`src/hdl/erld_pkg.sv`:
```
`timescale 1ns / 1ps
// erld_pkg: constants and types shared by the escape run-length decoder
// no dependencies; used by hdl/escape_run_length_decoder.sv

package erld_pkg;

    // marker bytes of the compressed page format
    localparam logic [7:0] EscByte  = 8'hED;
    localparam logic [7:0] ZeroByte = 8'h00;

    // bytes held in the look-ahead window, and results one byte can cause
    localparam int WindowDepth = 3;
    localparam int MaxResults  = 4;

    // result queue sized so a full burst fits behind a backlog of MaxResults
    localparam int QueueDepth  = 2 * MaxResults;
    localparam int QueueCntW   = $clog2(QueueDepth + 1);
    localparam int ResCntW     = $clog2(MaxResults + 1);

    // register map (word index taken from paddr[2])
    localparam logic RegCompressedMode = 1'b0;

    typedef struct packed {
        logic [7:0] value;
        logic [7:0] count;
        logic       last;
    } t_result;

endpackage

```
`src/hdl/escape_run_length_decoder.sv`:
```
`timescale 1ns / 1ps
// escape_run_length_decoder: byte-at-a-time escape run-length page decoder
// output: an accepted byte's results are registered into the result queue and offered behind the entries already in it
// throughput: one byte per cycle while the result queue holds at most four results;
//   a byte that causes several results drains them one per cycle from the queue while i_out_ready is high
// reset (i_rst_n low, synchronous): window and queue emptied, stop cleared, compressed_mode = 1
// depends on hdl/erld_pkg.sv

module escape_run_length_decoder (
    input  logic        i_clk,
    input  logic        i_rst_n,
    // configuration port
    input  logic        psel,
    input  logic        penable,
    input  logic        pwrite,
    input  logic [2:0]  paddr,
    input  logic [31:0] pwdata,
    output logic [31:0] prdata,
    output logic        pready,
    // byte input channel
    input  logic        i_in_valid,
    output logic        o_in_ready,
    input  logic [7:0]  i_data_byte,
    input  logic        i_page_end,
    // run output channel
    output logic        o_out_valid,
    input  logic        i_out_ready,
    output logic [7:0]  o_out_value,
    output logic [7:0]  o_out_count,
    output logic        o_out_last
);

    // ------------------------------------------------------------------
    // configuration register
    // ------------------------------------------------------------------
    logic r_mode;
    logic cfg_wr;

    assign pready = 1'b1;
    assign cfg_wr = psel && penable && pwrite && pready && (paddr[2] == erld_pkg::RegCompressedMode);

    always_ff @(posedge i_clk) begin
        if (!i_rst_n) begin
            r_mode <= 1'b1;
        end else if (cfg_wr) begin
            r_mode <= pwdata[0];
        end
    end

    // reads return the mode bit at its word, zero elsewhere
    assign prdata = (paddr[2] == erld_pkg::RegCompressedMode) ? {31'd0, r_mode} : 32'd0;

    // ------------------------------------------------------------------
    // window state: held bytes oldest first, their count, and the stop flag
    // set by the end-of-page sequence
    // ------------------------------------------------------------------
    logic [7:0] r_held [erld_pkg::WindowDepth];
    logic [7:0] n_held [erld_pkg::WindowDepth];
    logic [1:0] r_held_cnt, n_held_cnt;
    logic       r_stopped, n_stopped;

    // result queue: entry 0 is the head and drives the output ports
    erld_pkg::t_result              r_q [erld_pkg::QueueDepth];
    erld_pkg::t_result              n_q [erld_pkg::QueueDepth];
    logic [erld_pkg::QueueCntW-1:0] r_q_cnt, n_q_cnt;

    logic in_acc;
    logic out_acc;

    // room for a full burst of results is what lets the next byte in
    assign o_in_ready  = (r_q_cnt <= erld_pkg::QueueCntW'(erld_pkg::QueueDepth - erld_pkg::MaxResults));
    assign in_acc      = i_in_valid && o_in_ready;
    assign o_out_valid = (r_q_cnt != '0);
    assign out_acc     = o_out_valid && i_out_ready;

    assign o_out_value = r_q[0].value;
    assign o_out_count = r_q[0].count;
    assign o_out_last  = r_q[0].last;

    // ------------------------------------------------------------------
    // single-pass decode of the window plus the incoming byte
    // ------------------------------------------------------------------
    logic [7:0]                   win [erld_pkg::MaxResults];
    logic [2:0]                   win_total;
    logic                         is_stop_seq;
    logic                         is_escape;
    erld_pkg::t_result            res [erld_pkg::MaxResults];
    logic [erld_pkg::ResCntW-1:0] res_n;

    always_comb begin
        // window: held bytes first, incoming byte right behind them
        for (int i = 0; i < erld_pkg::MaxResults; i++) begin
            win[i] = (i < erld_pkg::WindowDepth && 2'(i) < r_held_cnt) ?
                     r_held[i < erld_pkg::WindowDepth ? i : 0] : i_data_byte;
        end
        win_total = {1'b0, r_held_cnt} + 3'd1;

        is_stop_seq = (win_total == 3'd4) && (win[0] == erld_pkg::ZeroByte)
                   && (win[1] == erld_pkg::EscByte) && (win[2] == erld_pkg::EscByte)
                   && (win[3] == erld_pkg::ZeroByte);
        is_escape   = (win_total == 3'd4) && (win[0] == erld_pkg::EscByte)
                   && (win[1] == erld_pkg::EscByte);

        // defaults: no results, state unchanged
        for (int i = 0; i < erld_pkg::MaxResults; i++) begin
            res[i] = '{value: win[i], count: 8'd1, last: 1'b0};
        end
        res_n      = '0;
        n_held_cnt = r_held_cnt;
        n_stopped  = r_stopped;
        for (int i = 0; i < erld_pkg::WindowDepth; i++) begin
            n_held[i] = r_held[i];
        end

        if (r_stopped) begin
            // page already ended: swallow bytes, marker on the last one
            if (i_page_end) begin
                res[0]     = '{value: 8'd0, count: 8'd0, last: 1'b1};
                res_n      = erld_pkg::ResCntW'(1);
                n_stopped  = 1'b0;
                n_held_cnt = 2'd0;
            end
        end else if (!r_mode || i_page_end && !is_stop_seq && !is_escape) begin
            // flush the whole window as literals, last one marked at page end
            for (int i = 0; i < erld_pkg::MaxResults; i++) begin
                res[i].last = i_page_end && (3'(i) == win_total - 3'd1);
            end
            res_n      = erld_pkg::ResCntW'(win_total);
            n_held_cnt = 2'd0;
        end else if (is_stop_seq) begin
            // end-of-page sequence: marker now, or stop until the last byte
            n_held_cnt = 2'd0;
            if (i_page_end) begin
                res[0] = '{value: 8'd0, count: 8'd0, last: 1'b1};
                res_n  = erld_pkg::ResCntW'(1);
            end else begin
                n_stopped = 1'b1;
            end
        end else if (is_escape) begin
            // escape run; a zero-length run emits nothing but the marker at page end
            n_held_cnt = 2'd0;
            if (win[2] != 8'd0) begin
                res[0] = '{value: win[3], count: win[2], last: i_page_end};
                res_n  = erld_pkg::ResCntW'(1);
            end else if (i_page_end) begin
                res[0] = '{value: 8'd0, count: 8'd0, last: 1'b1};
                res_n  = erld_pkg::ResCntW'(1);
            end
        end else if (win_total == 3'd4) begin
            // full window, no match: oldest byte leaves as a literal
            res_n = erld_pkg::ResCntW'(1);
            for (int i = 0; i < erld_pkg::WindowDepth; i++) begin
                n_held[i] = win[i + 1];
            end
            n_held_cnt = 2'd3;
        end else begin
            // window not yet full: just hold the byte
            for (int i = 0; i < erld_pkg::WindowDepth; i++) begin
                n_held[i] = win[i];
            end
            n_held_cnt = win_total[1:0];
        end
    end

    // ------------------------------------------------------------------
    // result queue: pop shifts toward the head, new results land behind
    // the entries that remain
    // ------------------------------------------------------------------
    logic [erld_pkg::QueueCntW-1:0] q_base;
    logic [erld_pkg::QueueCntW-1:0] q_off [erld_pkg::QueueDepth];

    always_comb begin
        q_base = r_q_cnt - erld_pkg::QueueCntW'(out_acc);
        for (int j = 0; j < erld_pkg::QueueDepth; j++) begin
            q_off[j] = erld_pkg::QueueCntW'(j) - q_base;
        end
        for (int j = 0; j < erld_pkg::QueueDepth - 1; j++) begin
            n_q[j] = out_acc ? r_q[j + 1] : r_q[j];
        end
        n_q[erld_pkg::QueueDepth - 1] = r_q[erld_pkg::QueueDepth - 1];
        for (int j = 0; j < erld_pkg::QueueDepth; j++) begin
            if (in_acc && erld_pkg::QueueCntW'(j) >= q_base
                    && q_off[j] < erld_pkg::QueueCntW'(res_n)) begin
                n_q[j] = res[q_off[j][1:0]];
            end
        end
        n_q_cnt = q_base + (in_acc ? erld_pkg::QueueCntW'(res_n) : '0);
    end

    // control state
    always_ff @(posedge i_clk) begin
        if (!i_rst_n) begin
            r_held_cnt <= 2'd0;
            r_stopped  <= 1'b0;
            r_q_cnt    <= '0;
        end else begin
            r_q_cnt <= n_q_cnt;
            if (in_acc) begin
                r_held_cnt <= n_held_cnt;
                r_stopped  <= n_stopped;
            end
        end
    end

    // payload: held bytes and queue entries
    always_ff @(posedge i_clk) begin
        if (in_acc) begin
            for (int i = 0; i < erld_pkg::WindowDepth; i++) begin
                r_held[i] <= n_held[i];
            end
        end
        for (int j = 0; j < erld_pkg::QueueDepth; j++) begin
            r_q[j] <= n_q[j];
        end
    end

    // ------------------------------------------------------------------
    // assertions
    // ------------------------------------------------------------------
    // queue never holds more than its depth
    a_queue_bound: assert property (@(posedge i_clk) disable iff (!i_rst_n)
        r_q_cnt <= erld_pkg::QueueCntW'(erld_pkg::QueueDepth))
        else $error("result queue overflow");

    // a stopped page never keeps bytes in the window
    a_stop_empty: assert property (@(posedge i_clk) disable iff (!i_rst_n)
        r_stopped |-> (r_held_cnt == 2'd0))
        else $error("window not empty while page stopped");

    // a zero count is only the final marker
    a_zero_last: assert property (@(posedge i_clk) disable iff (!i_rst_n)
        (o_out_valid && o_out_count == 8'd0) |-> o_out_last)
        else $error("zero-count result not marked last");

    // pass-through mode leaves nothing held
    a_pass_flush: assert property (@(posedge i_clk) disable iff (!i_rst_n)
        (in_acc && !r_mode) |=> (r_held_cnt == 2'd0))
        else $error("bytes held after pass-through transaction");

endmodule
```
`config.mk`:
```
export PLATFORM = sky130hd
export DESIGN_NAME = escape_run_length_decoder
export DESIGN_NICKNAME = d
export VERILOG_FILES = /design/src/hdl/erld_pkg.sv /design/src/hdl/escape_run_length_decoder.sv
export SDC_FILE = /design/constraint.sdc
export NUM_CORES = 1
export LEC_CHECK = 0
export BUFFER_PORTS_ARGS = -buffer_cell sky130_fd_sc_hd__buf_2
export CORE_AREA = 2 2 157 159
export CTS_BUF_LIST = sky130_fd_sc_hd__clkbuf_16
export CTS_CLUSTER_SIZE = 28
export DETAILED_ROUTE_END_ITERATION = 10
export DIE_AREA = 0 0 159 161
export SLEW_MARGIN = 5
export SYNTH_ARGS = -nofsm -noshare
export SYNTH_HDL_FRONTEND = slang
export SYNTH_SLANG_ARGS = --single-unit
export TNS_END_PERCENT = 100
```
`constraint.sdc`:
```
create_clock -name i_clk -period 6.3 [get_ports i_clk]
set_clock_uncertainty 0.15 [all_clocks]
set_input_delay 0.63 -clock i_clk [delete_from_list [all_inputs] [get_ports i_clk]]
set_output_delay 0.63 -clock i_clk [all_outputs]
set_load 0.03 [all_outputs]
```
### After elaboration in Yosys (flattened, before gate mapping)

Memories as Yosys holds them, arrays and structs flattened.
Index checks and enable logic that the tools add are counted.

* memories: 2
* output and inout bits: 52
* logic and storage cells: 187
* register bits: 8
* bits of input ports: 51
* memory bits (writable): 160

Memories
* r_q: depth 8, width 17, read ports 8, clocked after Yosys merged registers in 0, wr ports 8, line escape_run_length_decoder.sv:63 `erld_pkg::t_result r_q [erld_pkg::QueueDepth];`
* r_held: depth 3, width 8, read ports 3, clocked after Yosys merged registers in 0, wr ports 3, line escape_run_length_decoder.sv:57 `logic [7:0] r_held [erld_pkg::WindowDepth];`

* muxes and demuxes: 81
* equality and inequality tests: 8
* add/sub/neg operators: 12
* bitwise logic cells: 9
* reduce and logical (&&, ||, !) cells: 43
* $lt $le $gt $ge: 28

Operators with widths (number)
* 17-bit 2-to-1 mux: 36
* 17-bit binary-select mux with 2-bit select: 8
* 24-bit 2-to-1 mux: 5
* 1-bit logical AND: 33
* 4-bit by 3-bit less-than comparator with 1-bit output: 8
* 8-bit == test, second input constant: 3
* 3-bit greater-or-equal comparator, second input constant: 8
* 8-bit 2-to-1 mux: 3
* 2-bit NOT with 3-bit output: 8
* 3-bit 2-to-1 mux: 6
* 3-bit by 4-bit greater-or-equal comparator with 1-bit output, first input constant: 4
* 8-bit zero test: 2
* 1-bit 2-to-1 mux: 16
* 16-bit 2-to-1 mux: 1
* 3-bit by 4-bit subtractor with 4-bit output, first input constant: 4
* 2-bit 2-to-1 mux: 6
* 1-bit by 4-bit greater-or-equal comparator with 1-bit output, first input constant: 2
* 2-bit by 4-bit greater-or-equal comparator with 1-bit output, first input constant: 2
* 8-bit nonzero test: 1
* 1-bit by 4-bit subtractor with 4-bit output, first input constant: 2
* 2-bit by 4-bit subtractor with 4-bit output, first input constant: 2
* 2-bit by 3-bit == test with 1-bit output, first input constant: 2
* 4-bit by 3-bit adder with 4-bit output: 1
* 4-bit by 3-bit less-or-equal comparator with 1-bit output, second input constant: 1
* other kinds (14): 17

### Longest topological paths before layout

Gate-level depths: netlist of run 1.

* word-level depth: 17
* gate-level depth with buffers: 21
* gate-level depth less buffers: 17

### Least setup slack after synthesis of run 1

OpenSTA, ideal clock, no wires.

* path kind: register to register
* start: register r_held_cnt[1] (netlist name)
* end: memory r_q[1][51] (netlist bit), enable pin
* stages on the path, launching flop included: 16
* buffers on the path: 4
* required time: 5.732 ns
* slack: 0.965 ns
* library setup time: 0.418 ns
* clock period less this slack: 5.335 ns
* data arrival time: 4.768 ns
* cell sequence: dfxtp_1 -> clkbuf_1 -> buf_1 -> inv_1 -> ha_1 -> buf_4 -> or4b_2 -> o211ai_1 -> o2111a_2 -> o211a_4 -> buf_2 -> nor2_1 -> nand3_1 -> ha_1 -> o21bai_1 -> a211oi_1

RTL lines (line)
* to (decl): escape_run_length_decoder.sv:63

==> flow_summary_export.csv, run 1 <==
group,metric,value,unit
outcome,run_status,"complete, no violations",
timing,worst_pin_slew,0.993,ns
cts,cts_hold_buf,0,
global_routing,grt_start_max_net_pins,44,
cts,clockRootBuffer,"clkbuf_16",
finish,finalCoreUtilization,47.9,%
routing,route.vias.total,7196,
setup_path,cp-start-kind,"flip-flop",
floorplan,die-area,25600,um^2
timing,period_share,79.4,%
setup_path,path_buf_inv,5,
finish,final_nets,993,
yosys,syn_area_per_cell,11.8,um^2
floorplan,coreArea,24000,um^2
setup_path,path_delay_family,"simple AND/OR/NAND/NOR gates",
yosys,synth_edf_count,160,
power,power.density,634,nW/um^2
placement,placed_cells,1215,
global_routing,antenna_found_initial,0,
finish,regArea,4960,um^2
setup_path,path_class,"flip-flop to flip-flop",
timing,fmax,200,MHz
placement,port_buffers,37,
yosys,ys_dominant_reg_cell,"edfxtp_1",
power,p_leak,4.12,nW
routing,finalWirelength,26.6,mm
setup_path,critPathArrivalTime,5.04,ns
cts,clock-sinks,168,
floorplan,std_cell_rows,57,
routing,wl_per_cell,21.4,um
yosys,ys_ff_latch,168,
yosys,synth_area,10600,um^2
worst_hold_path,hold-path-endpoint,"r_mode",
timing,fin_tns_setup,0,ns
global_routing,grt.total_usage,21.1,%
power,power,7.28,mW
yosys,yosysUniqueCellTypes,78,
finish,n_antenna_cell,0,
routing,drtPass1Iterations,5,
power,ir_worst_vdd,0.729,mV
worst_hold_path,hold_class,"input port to flip-flop",
timing,slew_violations,0,
setup_path,reg2reg_setup_slack,1.30,ns
setup_path,worstPathRequired,6.34,ns
routing,drc,0,
routing,antenna_left,0,
yosys,async_flop_share,0,%
timing,rsz0062_at_grt,"no",
yosys,yosysTopAreaCellShare,45.5,%
timing,hold_viol_final,0,
finish,layout.cells.non_filler,1247,
global_routing,grt-ovfl-total,0,
finish,fillers,2164,
yosys,syn_inst,898,
finish,area_growth,8.76,%
job,drv_cap,0,
setup_path,max_stage_delay,0.53,ns
timing,finalSetupViolCount,0,
cts,cts_max_level,4,
timing,fin_crit,5.00,ns
global_routing,grt_pass1_vias,7024,
cts,cts_buffers,17,
finish,layout-drive-gt1-share,27.5,%
setup_path,path_cells,"inv_1 -> nand2_1 -> or3_1 -> nand2_1 -> inv_1 -> ha_1 -> ha_1 -> inv_2 -> buf_4 -> ha_1 -> xnor2_1 -> ha_1 -> nand2_1 -> nand2_1 -> nor2_1 -> nand4_1 -> a31oi_4 -> buf_4 -> mux2_2",
placement,place.gp.congestion,0.860,
finish,fin_area,11500,um^2
setup_path,crit_path_end_kind,"flip-flop",
yosys,ys_top_cells_by_count,"160 x edfxtp_1, 95 x mux2_2, 67 x nor2_1",
placement,placed_cell_area,10900,um^2
worst_hold_path,worstHoldStart,"pwdata[0]",
floorplan,start_util,44.1,%
cts,worstSkewPairLatency,0.44,ns
setup_path,cp_max_fo,34,
setup_path,reg2reg_from,"r_q_cnt[1]",
timing,slew_headroom,33.2,%
floorplan,io_pins,103,
cts,ctsLongestPathBuffers,2,
worst_hold_path,hold_depth,3,
yosys,synth.most_common_cell,"edfxtp_1",
cts,post_cts_resized,0,
routing,avgViaCountPerCell,5.77,
setup_path,reg2reg_to,"r_q[0][44]",
global_routing,grt_pass1_wl,41.4,mm
setup_path,r2r_cells,19,
finish,multi_input_area,4930,um^2
cts,post_cts_buffers,0,
yosys,yosysWarnings,0,
placement,dpl.hpwl,18.7,mm
floorplan,die_x,159,um
setup_path,critPathSlowestCell,"a31oi_4",
yosys,synth_top_area_cell,"edfxtp_1",
routing,initialDrtViolationCount,710,
cts,clk_pin_slew,0.08,ns
yosys,synth_area_leaders,"edfxtp_1 46%, mux2_2 10%, ha_1 3.7%",
floorplan,die_h,161,um
cts,cts_tree,"done",
yosys,yosysSeqAreaShare,47.0,%
## cell type report
cell class	instances	area share (%)
Multi-Input combinational cell	621	42.9
Clock inverter	15	1.66
Inverter	29	0.948
Timing Repair Buffer	73	3.97
Clock buffer	17	3.71
Sequential cell	168	43.2
Tap cell	324	3.53
## metal layers
layer	part of all wire (%)	wire length, um	up-vias	GRT usage [%]
met2	49	13100	220	36.1
met5	0	0	-	0
li1	-	-	3334	-
met3	4.3	1160	25	2.57
met1	44	11800	3617	28.2
met4	2.0	534	0	6.69
## layout by cell type (no fill, tap or decap), types with 7 or more instances in the layout
master / instances
edfxtp_1: 160
o22ai_1: 29
mux2i_1: 27
dfxtp_1: 8
nand2_1: 59
nor3_1: 10
mux2_1: 10
a21oi_1: 19
conb_1: 32
inv_1: 27
nor4_1: 7
o21ai_0: 50
buf_4: 36
a211oi_1: 25
buf_2: 37
and2_1: 10
nand3_1: 10
clkbuf_16: 17
mux2_4: 24
nor2_1: 67
mux2_2: 95
mux4_2: 11
ha_1: 31
## metrics by stage
stage	setup slack (ns)	hold slack (ns)
after CTS	1.31	0.247
final	1.30	0.253
after global routing	1.03	0.272
after global placement	1.39	0.357
after detailed placement	1.34	0.363
after floorplan	0.965	0.351
## how the worst max path moves through the flow
stage | from | endpoint | slack (ns) | cells after the start
2_1_floorplan | r_held_cnt[1] | r_q[1][51] | 0.96 | 15
3_3_place_gp | r_q_cnt[1] | r_q[0][47] | 1.39 | 19
3_5_place_dp | r_q_cnt[1] | r_q[0][6] | 1.34 | 17
4_1_cts | r_q_cnt[1] | r_q[0][6] | 1.31 | 17
5_1_grt | r_q_cnt[1] | r_q[0][6] | 1.03 | 17
6_report | r_q_cnt[1] | r_q[0][44] | 1.30 | 19
## flip-flops by register name (all words and copies together) (netlist names)
signal and count:
r_q 136, r_held 24, r_q_cnt 4, r_held_cnt 2
r_mode 1, r_stopped 1
## cells by family (layout without fill, tap and decap cells)
| logic type | count (synthesis) | in the layout | synth area share (%) |
|---|---|---|---|
| buffers and inverters | 139 | 134 | 7.37 |
| AOI/OAI and AO/OA | 172 | 172 | 11.3 |
| xor gates and xnor gates | 12 | 12 | 0.996 |
| muxes | 169 | 169 | 20.0 |
| and+or+nand+nor | 204 | 204 | 9.36 |
| adders and majority gates | 32 | 32 | 3.86 |
| other | 2 | 32 | 0.0711 |
| DFF | 168 | 168 | 47.0 |
## tightest hold or removal path, delay by kind of cell
kind          cells  cell delay [ns]
buf+inv           1             0.08
mux               1             0.05
simple gates      1             0.06
## report_power, final
part	total, mW	internal (mW)	switching (mW)
registers	2.12	2.00	0.120
logic	4.08	1.57	2.50
clock network	1.08	0.547	0.534
No activity file was read; power rests on OpenSTA's default activity.
==> inputs of run 2 (changes only) <==
ABC_AREA = 1   (was unset)
CORE_AREA = 2 2 159 161   (was 2 2 157 159)
DIE_AREA = 0 0 161 163   (was 0 0 159 161)
clock period = 4.5 ns   (was 6.3 ns; I/O delays follow)
==> run 2 against run 1 <==
Register-to-register slack worse by 0.88 ns; first-iteration DRC count decreased by 26%; fmax grew 22%; critical path type unchanged; critical endpoint is now r_q[0][7]; largest cell class is now multi-input gates.
==> flow_summary_export.csv, run 2 <==
group,metric,value,unit
outcome,run_status,"complete, no violations",
routing,wl_met1,13.0,mm
timing,fin_crit,4.08,ns
job,drv_cap,0,
yosys,synthAdderAreaFrac,3.76,%
setup_path,critPathCapture,"r_q[0][7]",
setup_path,r2r_cells,19,
timing,worst_pin_slew,0.787,ns
power,ir_worst_vdd,0.431,mV
finish,largest_register_ffs,136,
yosys,yosysUniqueCellTypes,43,
routing,antenna_left,0,
floorplan,io_pins,103,
placement,port_buffers,37,
floorplan,die_h,163,um
routing,drc,0,
routing,wl_met2,12.9,mm
routing,finalWirelength,27.5,mm
cts,worstSkewPairLatency,0.43,ns
timing,period_share,90.7,%
finish,final_nets,1449,
global_routing,grt_pass1_wl,43.6,mm
timing,fmax,245,MHz
setup_path,cp_num_cells,19,
yosys,synth_compound_area_share,4.35,%
finish,layout.cells.non_filler,1709,
timing,slew_headroom,47.5,%
yosys,synth_top_family_by_area,"simple AND/OR/NAND/NOR gates",
routing,highest_layer,"met4",
placement,place.gp.congestion,0.902,
setup_path,path_buf_inv,3,
cts,clockRootBuffer,"clkbuf_16",
finish,layout-drive-gt1-share,13.6,%
yosys,synth_edf_count,160,
yosys,ys_dominant_reg_cell,"edfxtp_1",
yosys,syn_inst,1351,
setup_path,cp_max_fo,18,
yosys,synthSimpleGateAreaFrac,35.9,%
setup_path,reg2reg_from,"r_held_cnt[0]",
cts,clk_pin_slew,0.07,ns
routing,wl_per_cell,16.1,um
timing,slew_violations,0,
finish,fin_area,11800,um^2
timing,fin_tns_setup,0,ns
global_routing,grt-ovfl-total,0,
floorplan,start_util,43.9,%
power,power.density,855,nW/um^2
finish,largest_register,"r_q",
routing,avgViaCountPerCell,5.11,
cts,cts_hold_buf,0,
finish,mostFrequentLayoutCell,"nand2_1",
global_routing,grt_pass1_vias,8044,
yosys,synth_area,10800,um^2
cts,cts_tree,"done",
yosys,async_flop_share,0,%
finish,top_regs,"r_q (136), r_held (24), r_q_cnt (4)",
timing,hold_viol_final,0,
cts,cts_buffers,17,
setup_path,critPathLaunch,"r_held_cnt[0]",
global_routing,grt_start_max_net_pins,54,
floorplan,die-area,26200,um^2
setup_path,max_stage_delay,0.46,ns
routing,wl_met3,1.33,mm
power,p_leak,5.29,nW
global_routing,antenna_found_initial,0,
routing,drtPass1Iterations,5,
setup_path,path_cells,"inv_1 -> ha_1 -> buf_4 -> nand2_1 -> nand2_1 -> nand2_1 -> nor2_1 -> nand2_1 -> nor2_1 -> nand2_2 -> nand2_4 -> nand2_4 -> nand2_4 -> clkinv_2 -> nand3_1 -> ha_1 -> a2111oi_4 -> nand2_4 -> nand2_2",
finish,n_antenna_cell,0,
cts,cts_max_level,4,
setup_path,path_delay_family,"simple AND/OR/NAND/NOR gates",
global_routing,grt.total_usage,21.4,%
yosys,synthMuxAreaShare,0,%
floorplan,die_x,161,um
placement,placed_cells,1677,
yosys,synth_top_area_cell,"edfxtp_1",
setup_path,reg2reg_to,"r_q[0][7]",
yosys,syn_area_per_cell,8.02,um^2
finish,final_cell_mix,"514 x nand2_1, 202 x nand3_1, 160 x edfxtp_1, 65 x inv_1, 55 x nor2_1",
setup_path,critPathSlowestCell,"a2111oi_4",
setup_path,crit_path_end_kind,"flip-flop",
setup_path,critPathArrivalTime,4.02,ns
placement,dpl.hpwl,21.3,mm
cts,ctsLongestPathBuffers,2,
yosys,ys_ff_latch,168,
power,power,10.1,mW
finish,finalCoreUtilization,47.8,%
worst_hold_path,hold_class,"input port to flip-flop",
placement,placed_cell_area,11200,um^2
floorplan,coreArea,24700,um^2
setup_path,reg2reg_setup_slack,0.42,ns
routing,route.vias.total,8731,
finish,area_growth,8.82,%
routing,initialDrtViolationCount,523,
yosys,yosysWarnings,0,
yosys,synth-xor-area-share,0.485,%
timing,fin_ws,0.419,ns
setup_path,cp-start-kind,"flip-flop",
timing,rsz0062_at_grt,"no",
timing,finalSetupViolCount,0,
placement,dpl_worst_slack,0.177,ns
yosys,synth_area_leaders,"edfxtp_1 44%, nand2_1 18%, nand3_1 9.4%",
timing,whs,0.0885,ns
yosys,yosysSeqAreaShare,45.8,%
setup_path,path_class,"flip-flop to flip-flop",
setup_path,worstPathRequired,4.44,ns
floorplan,std_cell_rows,58,
yosys,ys_top_cells_by_count,"517 x nand2_1, 203 x nand3_1, 160 x edfxtp_1",
cts,clock-sinks,168,
yosys,synth.most_common_cell,"nand2_1",
yosys,yosysTopAreaCellShare,44.3,%
[run 2: layout make-up]
class,count,area [um^2]
inverters,78,299
well taps,330,413
clock buffers,17,425
flip-flops and latches,168,4960
clock inverters,15,180
fillers,2411,12900
repair buffers,81,515
multi-input cells,1020,4990
[run 2: tightest hold or removal path, cell delays in order]
cell and delay, ns:
buf_2 0.07, nand2_1 0.04, o211ai_1 0.06
[run 2: power breakdown]
part | internal (mW) | switching (mW)
sequential | 2.81 | 0.188
combinational | 1.49 | 4.14
clock | 0.795 | 0.668
[run 2: logic make-up (layout without fill, tap and decap cells)]
group	count (synthesis)	in the layout
AO/OA/AOI/OAI	75	75
XOR/XNOR	6	6
adder cells (fa/ha/maj)	32	32
buffers and inverters	193	191
flip-flops	168	168
other	2	32
AND/OR/NAND/NOR	875	875
[run 2: routing by layer]
| metal | vias up | global-route usage (%) |
|---|---|---|
| li1 | 4435 | - |
| met1 | 4012 | 30.3 |
| met5 | - | 0 |
| met2 | 262 | 35.4 |
| met4 | 0 | 4.38 |
| met3 | 22 | 2.93 |
[run 2: worst min path at each step]
stage | to | startpoint | depth (start not counted) | slack [ns]
6_report | r_mode | pwdata[0] | 3 | 0.09
5_1_grt | r_mode | pwdata[0] | 3 | 0.1
4_1_cts | r_mode | pwdata[0] | 3 | 0.08
3_5_place_dp | r_q[0][26] | r_q[0][43] | 2 | 0.34
3_3_place_gp | r_q[0][50] | r_q[0][67] | 2 | 0.35
2_1_floorplan | r_q[0][0] | r_q[0][17] | 2 | 0.34
[run 2: what timing repair did]
action | 4_1_cts | 5_1_grt
setup buffers | 0 | 0
resized for setup | 0 | 1
setup endpoints to repair | 0 | 51
